===== src/design/hsk_pkg.sv =====
// ---------------------------------------------------------------------------
// hsk_pkg
// Shared types and constants of the six-key keyboard report queue: event and
// report transaction layouts, list sizes and the step control group.
// ---------------------------------------------------------------------------
package hsk_pkg;

	// List sizing
	localparam int NUM_KEYS      = 16;
	localparam int NUM_SLOTS     = 6;
	localparam int REPORT_SLOTS  = 6;
	localparam int SHOWN_SLOTS   = (NUM_SLOTS < REPORT_SLOTS) ? NUM_SLOTS : REPORT_SLOTS;
	localparam int SLOT_KEY_W    = 5;
	localparam int KEY_INDEX_W   = 4;
	localparam int CODE_W        = 8;

	// Event kinds
	localparam logic REQ_PRESS   = 1'b0;
	localparam logic REQ_RELEASE = 1'b1;

	typedef logic [CODE_W-1:0] code_t;

	typedef struct packed {
		logic                   req_type;
		logic [KEY_INDEX_W-1:0] key_index;
		logic [CODE_W-1:0]      key_code;
		logic                   is_modifier;
	} evt_t;

	typedef struct packed {
		logic [CODE_W-1:0] code_0;
		logic [CODE_W-1:0] code_1;
		logic [CODE_W-1:0] code_2;
		logic [CODE_W-1:0] code_3;
		logic [CODE_W-1:0] code_4;
		logic [CODE_W-1:0] code_5;
		logic [CODE_W-1:0] modifier_mask;
	} rpt_t;

	// One event applied to the key list this cycle
	typedef struct packed {
		logic en;
		evt_t item;
	} step_t;

endpackage


===== src/design/hsk_slot_list.sv =====
// ---------------------------------------------------------------------------
// hsk_slot_list
// Key list and modifier mask. Applies one event per enabled cycle: push at
// the head, remove the newest match and close the gap, or update the mask.
// Presents the report of the state after the event.
// ---------------------------------------------------------------------------
module hsk_slot_list (
	input  logic          clk,
	input  logic          arst_n,
	input  hsk_pkg::step_t step,
	output hsk_pkg::rpt_t  next_rpt
);
	import hsk_pkg::*;

	logic [SLOT_KEY_W-1:0] key_q     [NUM_SLOTS];
	code_t                 code_q    [NUM_SLOTS];
	logic [NUM_SLOTS-1:0]  valid_q;
	code_t                 mods_q;

	logic [SLOT_KEY_W-1:0] key_nxt   [NUM_SLOTS];
	code_t                 code_nxt  [NUM_SLOTS];
	logic [NUM_SLOTS-1:0]  valid_nxt;
	code_t                 mods_nxt;

	logic [NUM_SLOTS-1:0]  hit;
	logic [NUM_SLOTS-1:0]  at_or_after;
	logic [SLOT_KEY_W-1:0] ev_key;
	logic                  in_range;
	code_t                 shown     [REPORT_SLOTS];

	assign ev_key   = SLOT_KEY_W'(step.item.key_index);
	assign in_range = ev_key < SLOT_KEY_W'(NUM_KEYS);

	// Find matching slots and mark everything from the first match on
	always_comb begin
		for (int i = 0; i < NUM_SLOTS; i++) begin
			hit[i] = valid_q[i] && (key_q[i] == ev_key);
		end
		at_or_after[0] = hit[0];
		for (int i = 1; i < NUM_SLOTS; i++) begin
			at_or_after[i] = at_or_after[i-1] | hit[i];
		end
	end

	// Next list and mask
	always_comb begin
		key_nxt   = key_q;
		code_nxt  = code_q;
		valid_nxt = valid_q;
		mods_nxt  = mods_q;
		if (in_range) begin
			if (step.item.is_modifier) begin
				if (step.item.req_type == REQ_RELEASE) begin
					mods_nxt = mods_q & ~step.item.key_code;
				end else begin
					mods_nxt = mods_q | step.item.key_code;
				end
			end else if (step.item.req_type == REQ_RELEASE) begin
				// close the gap behind the removed entry
				for (int i = 0; i < NUM_SLOTS - 1; i++) begin
					if (at_or_after[i]) begin
						key_nxt[i]   = key_q[i+1];
						code_nxt[i]  = code_q[i+1];
						valid_nxt[i] = valid_q[i+1];
					end
				end
				if (at_or_after[NUM_SLOTS-1]) begin
					valid_nxt[NUM_SLOTS-1] = 1'b0;
				end
			end else begin
				// push at the head, oldest drops off
				for (int i = 1; i < NUM_SLOTS; i++) begin
					key_nxt[i]   = key_q[i-1];
					code_nxt[i]  = code_q[i-1];
					valid_nxt[i] = valid_q[i-1];
				end
				key_nxt[0]   = ev_key;
				code_nxt[0]  = step.item.key_code;
				valid_nxt[0] = 1'b1;
			end
		end
	end

	// Hold the list; only occupancy and mask need reset
	always_ff @(posedge clk or negedge arst_n) begin
		if (!arst_n) begin
			valid_q <= '0;
			mods_q  <= '0;
		end else if (step.en) begin
			valid_q <= valid_nxt;
			mods_q  <= mods_nxt;
		end
	end

	always_ff @(posedge clk) begin
		if (step.en) begin
			key_q  <= key_nxt;
			code_q <= code_nxt;
		end
	end

	// Build the report, empty slots read as zero
	always_comb begin
		for (int r = 0; r < REPORT_SLOTS; r++) begin
			shown[r] = '0;
		end
		for (int r = 0; r < SHOWN_SLOTS; r++) begin
			shown[r] = valid_nxt[r] ? code_nxt[r] : '0;
		end
		next_rpt.code_0        = shown[0];
		next_rpt.code_1        = shown[1];
		next_rpt.code_2        = shown[2];
		next_rpt.code_3        = shown[3];
		next_rpt.code_4        = shown[4];
		next_rpt.code_5        = shown[5];
		next_rpt.modifier_mask = mods_nxt;
	end

endmodule


===== src/design/hid_six_key_report_queue_unit.sv =====
// ---------------------------------------------------------------------------
// hid_six_key_report_queue_unit
// Six-key keyboard report builder with a head-insert key list.
// ---------------------------------------------------------------------------
// Usage:
//   evt channel (evt_valid, evt_stall, evt) carries key press and release
//   events; rpt channel (rpt_valid, rpt_stall, rpt) returns one report per
//   event: six slot codes, newest first, zero when empty, plus the modifier
//   mask. A transaction moves at a clock edge with valid high, stall low.
//   Path: an event is taken into the event register at the accepting edge;
//   the list update follows, and the report register loads the result once
//   the report side can advance (a stalled report holds it back).
//   Throughput: one event per cycle unless rpt_stall holds a report; the
//   list update, six key compares and one shift, lies between the registers.
//   A stalled report holds; one more event may wait in the event register,
//   and evt_stall rises only while both registers are full and rpt_stall
//   is high.
//   Reset (arst_n low) empties the list, clears the mask and drops any
//   event or report in flight.
// ---------------------------------------------------------------------------
module hid_six_key_report_queue_unit (
	input  logic          clk,
	input  logic          arst_n,
	input  logic          evt_valid,
	output logic          evt_stall,
	input  hsk_pkg::evt_t evt,
	output logic          rpt_valid,
	input  logic          rpt_stall,
	output hsk_pkg::rpt_t rpt
);
	import hsk_pkg::*;

	logic  valid_s1;
	evt_t  evt_s1;
	logic  advance;
	step_t step;
	rpt_t  next_rpt;

	assign advance   = !rpt_valid || !rpt_stall;
	assign evt_stall = valid_s1 && !advance;

	// Event register
	always_ff @(posedge clk or negedge arst_n) begin
		if (!arst_n) begin
			valid_s1 <= 1'b0;
		end else if (!evt_stall) begin
			valid_s1 <= evt_valid;
		end
	end

	always_ff @(posedge clk) begin
		if (!evt_stall && evt_valid) begin
			evt_s1 <= evt;
		end
	end

	assign step.en   = valid_s1 && advance;
	assign step.item = evt_s1;

	hsk_slot_list u_list (
		.clk      (clk),
		.arst_n   (arst_n),
		.step     (step),
		.next_rpt (next_rpt)
	);

	// Report register
	always_ff @(posedge clk or negedge arst_n) begin
		if (!arst_n) begin
			rpt_valid <= 1'b0;
		end else if (advance) begin
			rpt_valid <= valid_s1;
		end
	end

	always_ff @(posedge clk) begin
		if (step.en) begin
			rpt <= next_rpt;
		end
	end

endmodule


===== config.mk =====
export PLATFORM = sky130hd
export DESIGN_NAME = hid_six_key_report_queue_unit
export DESIGN_NICKNAME = d
export VERILOG_FILES = /design/src/design/hsk_pkg.sv /design/src/design/hsk_slot_list.sv /design/src/design/hid_six_key_report_queue_unit.sv
export SDC_FILE = /design/constraint.sdc
export NUM_CORES = 1
export LEC_CHECK = 0
export ABC_CLOCK_PERIOD_IN_PS = 23400
export BUFFER_PORTS_ARGS = -buffer_cell sky130_fd_sc_hd__buf_2
export CELL_PAD_IN_SITES_DETAIL_PLACEMENT = 1
export CELL_PAD_IN_SITES_GLOBAL_PLACEMENT = 1
export CORE_ASPECT_RATIO = 0.75
export CORE_UTILIZATION = 45
export CTS_CLUSTER_DIAMETER = 30
export DETAILED_ROUTE_END_ITERATION = 7
export GPL_TIMING_DRIVEN = 0
export PLACE_DENSITY = 0.77
export SLEW_MARGIN = 30
export SYNTH_ARGS = -nofsm -noshare
export SYNTH_HDL_FRONTEND = slang
export SYNTH_HIERARCHICAL = 1
export SYNTH_SLANG_ARGS = --single-unit

===== constraint.sdc =====
create_clock -name clk -period 23.4 [get_ports clk]
set_input_delay 1.17 -clock clk [delete_from_list [all_inputs] [get_ports clk]]
set_output_delay 1.17 -clock clk [all_outputs]
set_load 0.01 [all_outputs]

==> flow_summary.html <==
<table>
<tr><th>Metric</th><th>Value</th></tr>
<tr><th colspan="2">Outcome</th></tr>
<tr><td>Run status</td><td>finished clean</td></tr>
<tr><th colspan="2">Logic synthesis</th></tr>
<tr><td>Share of synthesized cell area in full adder, half adder and majority cells</td><td>0</td></tr>
<tr><td>Yosys warning total</td><td>6</td></tr>
<tr><td>Fraction of synthesized area in multiplexers</td><td>0.04985</td></tr>
<tr><td>Number of synthesized flops with an enable pin</td><td>148</td></tr>
<tr><td>Combinational family with the most area after synthesis</td><td>compound AO/OA/AOI/OAI gates</td></tr>
<tr><td>Fraction of registers with async set/reset</td><td>0.09756</td></tr>
<tr><td>Cell count after synthesis</td><td>570</td></tr>
<tr><td>Area share of the leading cell type in the synthesized netlist</td><td>0.5982</td></tr>
<tr><td>Synthesized-area fraction occupied by and/or/nand/nor cells</td><td>0.1004</td></tr>
<tr><td>Register area share after synthesis</td><td>0.6521</td></tr>
<tr><td>Ys flop type</td><td>edfxtp_1</td></tr>
<tr><td>Cell with the most instances after synthesis</td><td>edfxtp_1</td></tr>
<tr><td>Compound-Gate Fraction of Synth Area</td><td>0.1391</td></tr>
<tr><td>Area leader, netlist</td><td>edfxtp_1</td></tr>
<tr><td>Post-synthesis net count</td><td>588</td></tr>
<tr><td>Synth Cell Area</td><td>7430 um^2</td></tr>
<tr><td>Mean area per synthesized cell</td><td>13.03 um^2</td></tr>
<tr><td>Commonest cells in the synthesized netlist</td><td>148 x edfxtp_1, 55 x nand2_1, 41 x o22ai_1</td></tr>
<tr><td>Post-synthesis share of cell area spent on xor and xnor gates</td><td>0.02829</td></tr>
<tr><td>Most area-consuming cells after synthesis</td><td>edfxtp_1 60%, dfrtp_1 5.4%, mux2_2 4.9%, o22ai_1 3.5%, nor2b_1 3.3%</td></tr>
<tr><td>Number of library cell types mapped by synthesis</td><td>44</td></tr>
<tr><td>Flip-flop and latch count after synthesis</td><td>164</td></tr>
<tr><th colspan="2">Clock network</th></tr>
<tr><td>Clock network latency to the later pin of the worst-skew pair</td><td>430 ps</td></tr>
<tr><td>Total clock buffers created by CTS</td><td>17</td></tr>
<tr><td>Post-CTS sizing</td><td>0</td></tr>
<tr><td># hold bufs at CTS</td><td>0</td></tr>
<tr><td>Library cell used as clock root buffer</td><td>clkbuf_16</td></tr>
<tr><td>CTS tree</td><td>built</td></tr>
<tr><td>Post-CTS setup buffers</td><td>0</td></tr>
<tr><td>H-tree depth</td><td>4</td></tr>
<tr><td>Clock sink count</td><td>about 160</td></tr>
<tr><td>Maximum clock path buffer count</td><td>2</td></tr>
<tr><td>Clock-pin slew on the worst setup and hold paths</td><td>around 60 ps</td></tr>
<tr><th colspan="2">Place</th></tr>
<tr><td>Port-buffer cells</td><td>75</td></tr>
<tr><td>RePlAce Congestion</td><td>approximately 0.8</td></tr>
<tr><td>Half-perimeter wire length after detailed placement</td><td>13,500 um</td></tr>
<tr><th colspan="2">Finish</th></tr>
<tr><td>Area added between synthesis and finish</td><td>18.36%</td></tr>
<tr><td>Fillcell total</td><td>1,631</td></tr>
<tr><td>Fraction of layout instances using a drive strength above 1</td><td>0.2460</td></tr>
<tr><td>Post-layout net count</td><td>688</td></tr>
<tr><td># diodes</td><td>0</td></tr>
<tr><th colspan="2">Critical path</th></tr>
<tr><td>Worst path required time</td><td>23,620 ps</td></tr>
<tr><td>Critical Path AT</td><td>about 3300 ps</td></tr>
<tr><td>Worst R2R Setup Slack</td><td>between 20,000 and 25,000 ps</td></tr>
<tr><td>Type of destination of the critical path</td><td>flop</td></tr>
<tr><td>Critical path class</td><td>reg -&gt; reg</td></tr>
<tr><td>Number of cell instances on the worst register-to-register path</td><td>7</td></tr>
<tr><td>Startpoint type of the worst setup path</td><td>flop</td></tr>
<tr><td>Start of the worst register-to-register path</td><td>evt_s1[13]</td></tr>
<tr><td>Worst reg2reg endpoint</td><td>rpt[41]</td></tr>
<tr><td>Largest fanout on the critical path</td><td>10</td></tr>
<tr><th colspan="2">Global route</th></tr>
<tr><td>Wire length of the first global-routing pass</td><td>29,720 um</td></tr>
<tr><td>Gr usage total</td><td>0.2327</td></tr>
<tr><td>Number of antenna violations at the first check in global routing</td><td>0</td></tr>
<tr><td>Overall overflow remaining after global route</td><td>0</td></tr>
<tr><td>Maximum number of pins on one net before global-route repair</td><td>22</td></tr>
<tr><td>Via count of the first global-routing pass</td><td>5,360</td></tr>
<tr><th colspan="2">Die</th></tr>
<tr><td>Initial Util</td><td>0.4625</td></tr>
<tr><td>Die boundary width</td><td>between 150 and 200 um</td></tr>
<tr><td>Ports placed on the boundary</td><td>76</td></tr>
<tr><td>Row Count</td><td>40</td></tr>
<tr><td>Die outline area</td><td>17,030 um^2</td></tr>
<tr><td>Die height</td><td>113.3 um</td></tr>
<tr><td>Area inside the core boundary</td><td>around 16,000 um^2</td></tr>
<tr><th colspan="2">Route</th></tr>
<tr><td>Via-per-instance ratio</td><td>5.739</td></tr>
<tr><td>First-pass iteration count of the detailed router</td><td>5</td></tr>
<tr><td>Wire per inst</td><td>20.92 um</td></tr>
<tr><td>DRC violation count after routing</td><td>0</td></tr>
<tr><td>Via count of the routed design</td><td>5,125</td></tr>
<tr><td>Total wire length after detailed routing</td><td>18,690 um</td></tr>
<tr><td>Antenna viol nets, final</td><td>0</td></tr>
<tr><td>First DRT Iteration DRCs</td><td>430</td></tr>
<tr><th colspan="2">Flow run</th></tr>
<tr><td>Number of max-cap violations</td><td>0</td></tr>
<tr><th colspan="2">Pwr</th></tr>
<tr><td>Leakage power of the design</td><td>roughly 3.2 nW</td></tr>
<tr><td>Total chip power</td><td>0.8146 mW</td></tr>
<tr><td>Worst vdd rail ir drop</td><td>0.05385 mV</td></tr>
<tr><td>Cell Pwr Density</td><td>92.63 nW/um^2</td></tr>
<tr><th colspan="2">STA</th></tr>
<tr><td>Post-route setup TNS</td><td>0 ps</td></tr>
<tr><td>RSZ-0062 raised after global routing</td><td>no</td></tr>
<tr><td>Count of endpoints failing hold in the final timing report</td><td>0</td></tr>
<tr><td>Worst slew slack as a fraction of its limit</td><td>0.4519</td></tr>
<tr><td>Final worst-path cycle share</td><td>0.1309</td></tr>
<tr><td>Slew Viols, Final</td><td>0</td></tr>
<tr><td>Clock skew after layout</td><td>between 6 and 7 ps</td></tr>
<tr><td>Total setup violations reported at the end of the flow</td><td>0</td></tr>
<tr><td>Worst-margin pin slew</td><td>slightly above 800 ps</td></tr>
<tr><td>Final period demand of the worst path</td><td>roughly 3000 ps</td></tr>
<tr><td>Highest achievable clock rate</td><td>0.3265 GHz</td></tr>
<tr><th colspan="2">Worst hold path</th></tr>
<tr><td>Launch point of the worst hold path</td><td>u_list/mods_q[0]</td></tr>
<tr><td>WHS Path Cells</td><td>1</td></tr>
<tr><td>Worst hold path class</td><td>reg -&gt; reg</td></tr>
<tr><td>Worst hold path endpoint</td><td>u_list/mods_q[0]</td></tr>
</table>
==> area by class of cell <==
class	count	area (um^2)	area share
flip-flops and latches	164	4845	0.5509
multi-input cells	353	2371	0.2696
repair buffers	81	490.5	0.05578
clock buffers	19	452.9	0.05151
well taps	210	262.8	0.02988
clock inverters	13	146.4	0.01665
plain buffers	32	146.4	0.01665
inverters	21	78.83	0.008964
==> per-stage QoR <==
step,hold slack (ps),instances,util,worst slack (ps),cell area [um^2]
2_1_floorplan,434.5,570,-,11850,7430
3_3_place_gp,479.2,855,0.5022,7438,8068
3_5_place_dp,505.7,861,0.5100,19960,8194
4_1_cts,515.2,893,0.5474,20380,8793
5_1_grt,542.7,893,0.5474,20180,8793
6_report,516.7,893,0.5474,20340,8793
==> routing by layer <==
layer	wire length, um	vias up	share of wire	global-route usage
met1	8423	2579	0.45	0.3196
met3	1043	9	0.056	0.05726
met4	100	0	0.0054	0.04781
li1	-	2362	-	-
met2	9118	175	0.49	0.3754
met5	0	-	0	0
==> power breakdown <==
| group | internal [mW] | switching [mW] | total [mW] |
|---|---|---|---|
| registers | 0.371 | 0.0258 | 0.396 |
| clock network | 0.164 | 0.119 | 0.284 |
| logic | 0.0532 | 0.0813 | 0.135 |
| total | 0.588 | 0.226 | 0.815 |
==> placed cells by master (no fill, tap or decap), drive strengths merged, types with 18 or more instances in the layout <==
cell type	netlist	layout
edfxtp	148	148
buf	8	89
nand2	55	55
clkbuf	24	43
o22ai	41	41
nor2b	39	39
mux2	32	32
a21oi	29	29
inv	21	26
o21ai	22	22
nand3	18	18
==> worst max-delay path, cell delays in order, from the launching register on <==
cell and delay, ps:
edfxtp_1 320, clkbuf_1 360, inv_1 210, nand2_1 310, clkbuf_1 540, buf_1 570, o22ai_1 190, a211oi_1 350
==> worst max-delay path by stage <==
stage / start / end / slack, ps / cells after the start
final: evt_s1[13] / rpt[41] / 20340 / 7
after global routing: evt_s1[13] / rpt[41] / 20180 / 7
after CTS: evt_s1[13] / rpt[41] / 20380 / 7
after detailed placement: rpt_stall / u_list/key_q[2] / 19960 / 6
after global placement: rpt_stall / u_list/key_q[26] / 7440 / 4
after floorplan: rpt_stall / u_list/key_q[25] / 11850 / 3
==> cells by family (layout without fill, tap and decap cells) <==
| family | after synthesis | in the layout |
|---|---|---|
| flip-flops | 164 | 164 |
| multiplexers | 33 | 33 |
| buffers and inverters | 53 | 166 |
| AO/OA/AOI/OAI | 150 | 150 |
| XOR/XNOR | 24 | 24 |
| AND/OR/NAND/NOR | 146 | 146 |
==> state kept, by name, summed over array words and instances, names as in the netlist <==
name / cells
evt_s1: 14
rpt: 56
rpt_valid: 1
u_list/code_q: 48
u_list/key_q: 30
u_list/mods_q: 8
u_list/valid_q: 6
valid_s1: 1
(Power assumes the default switching activity.)
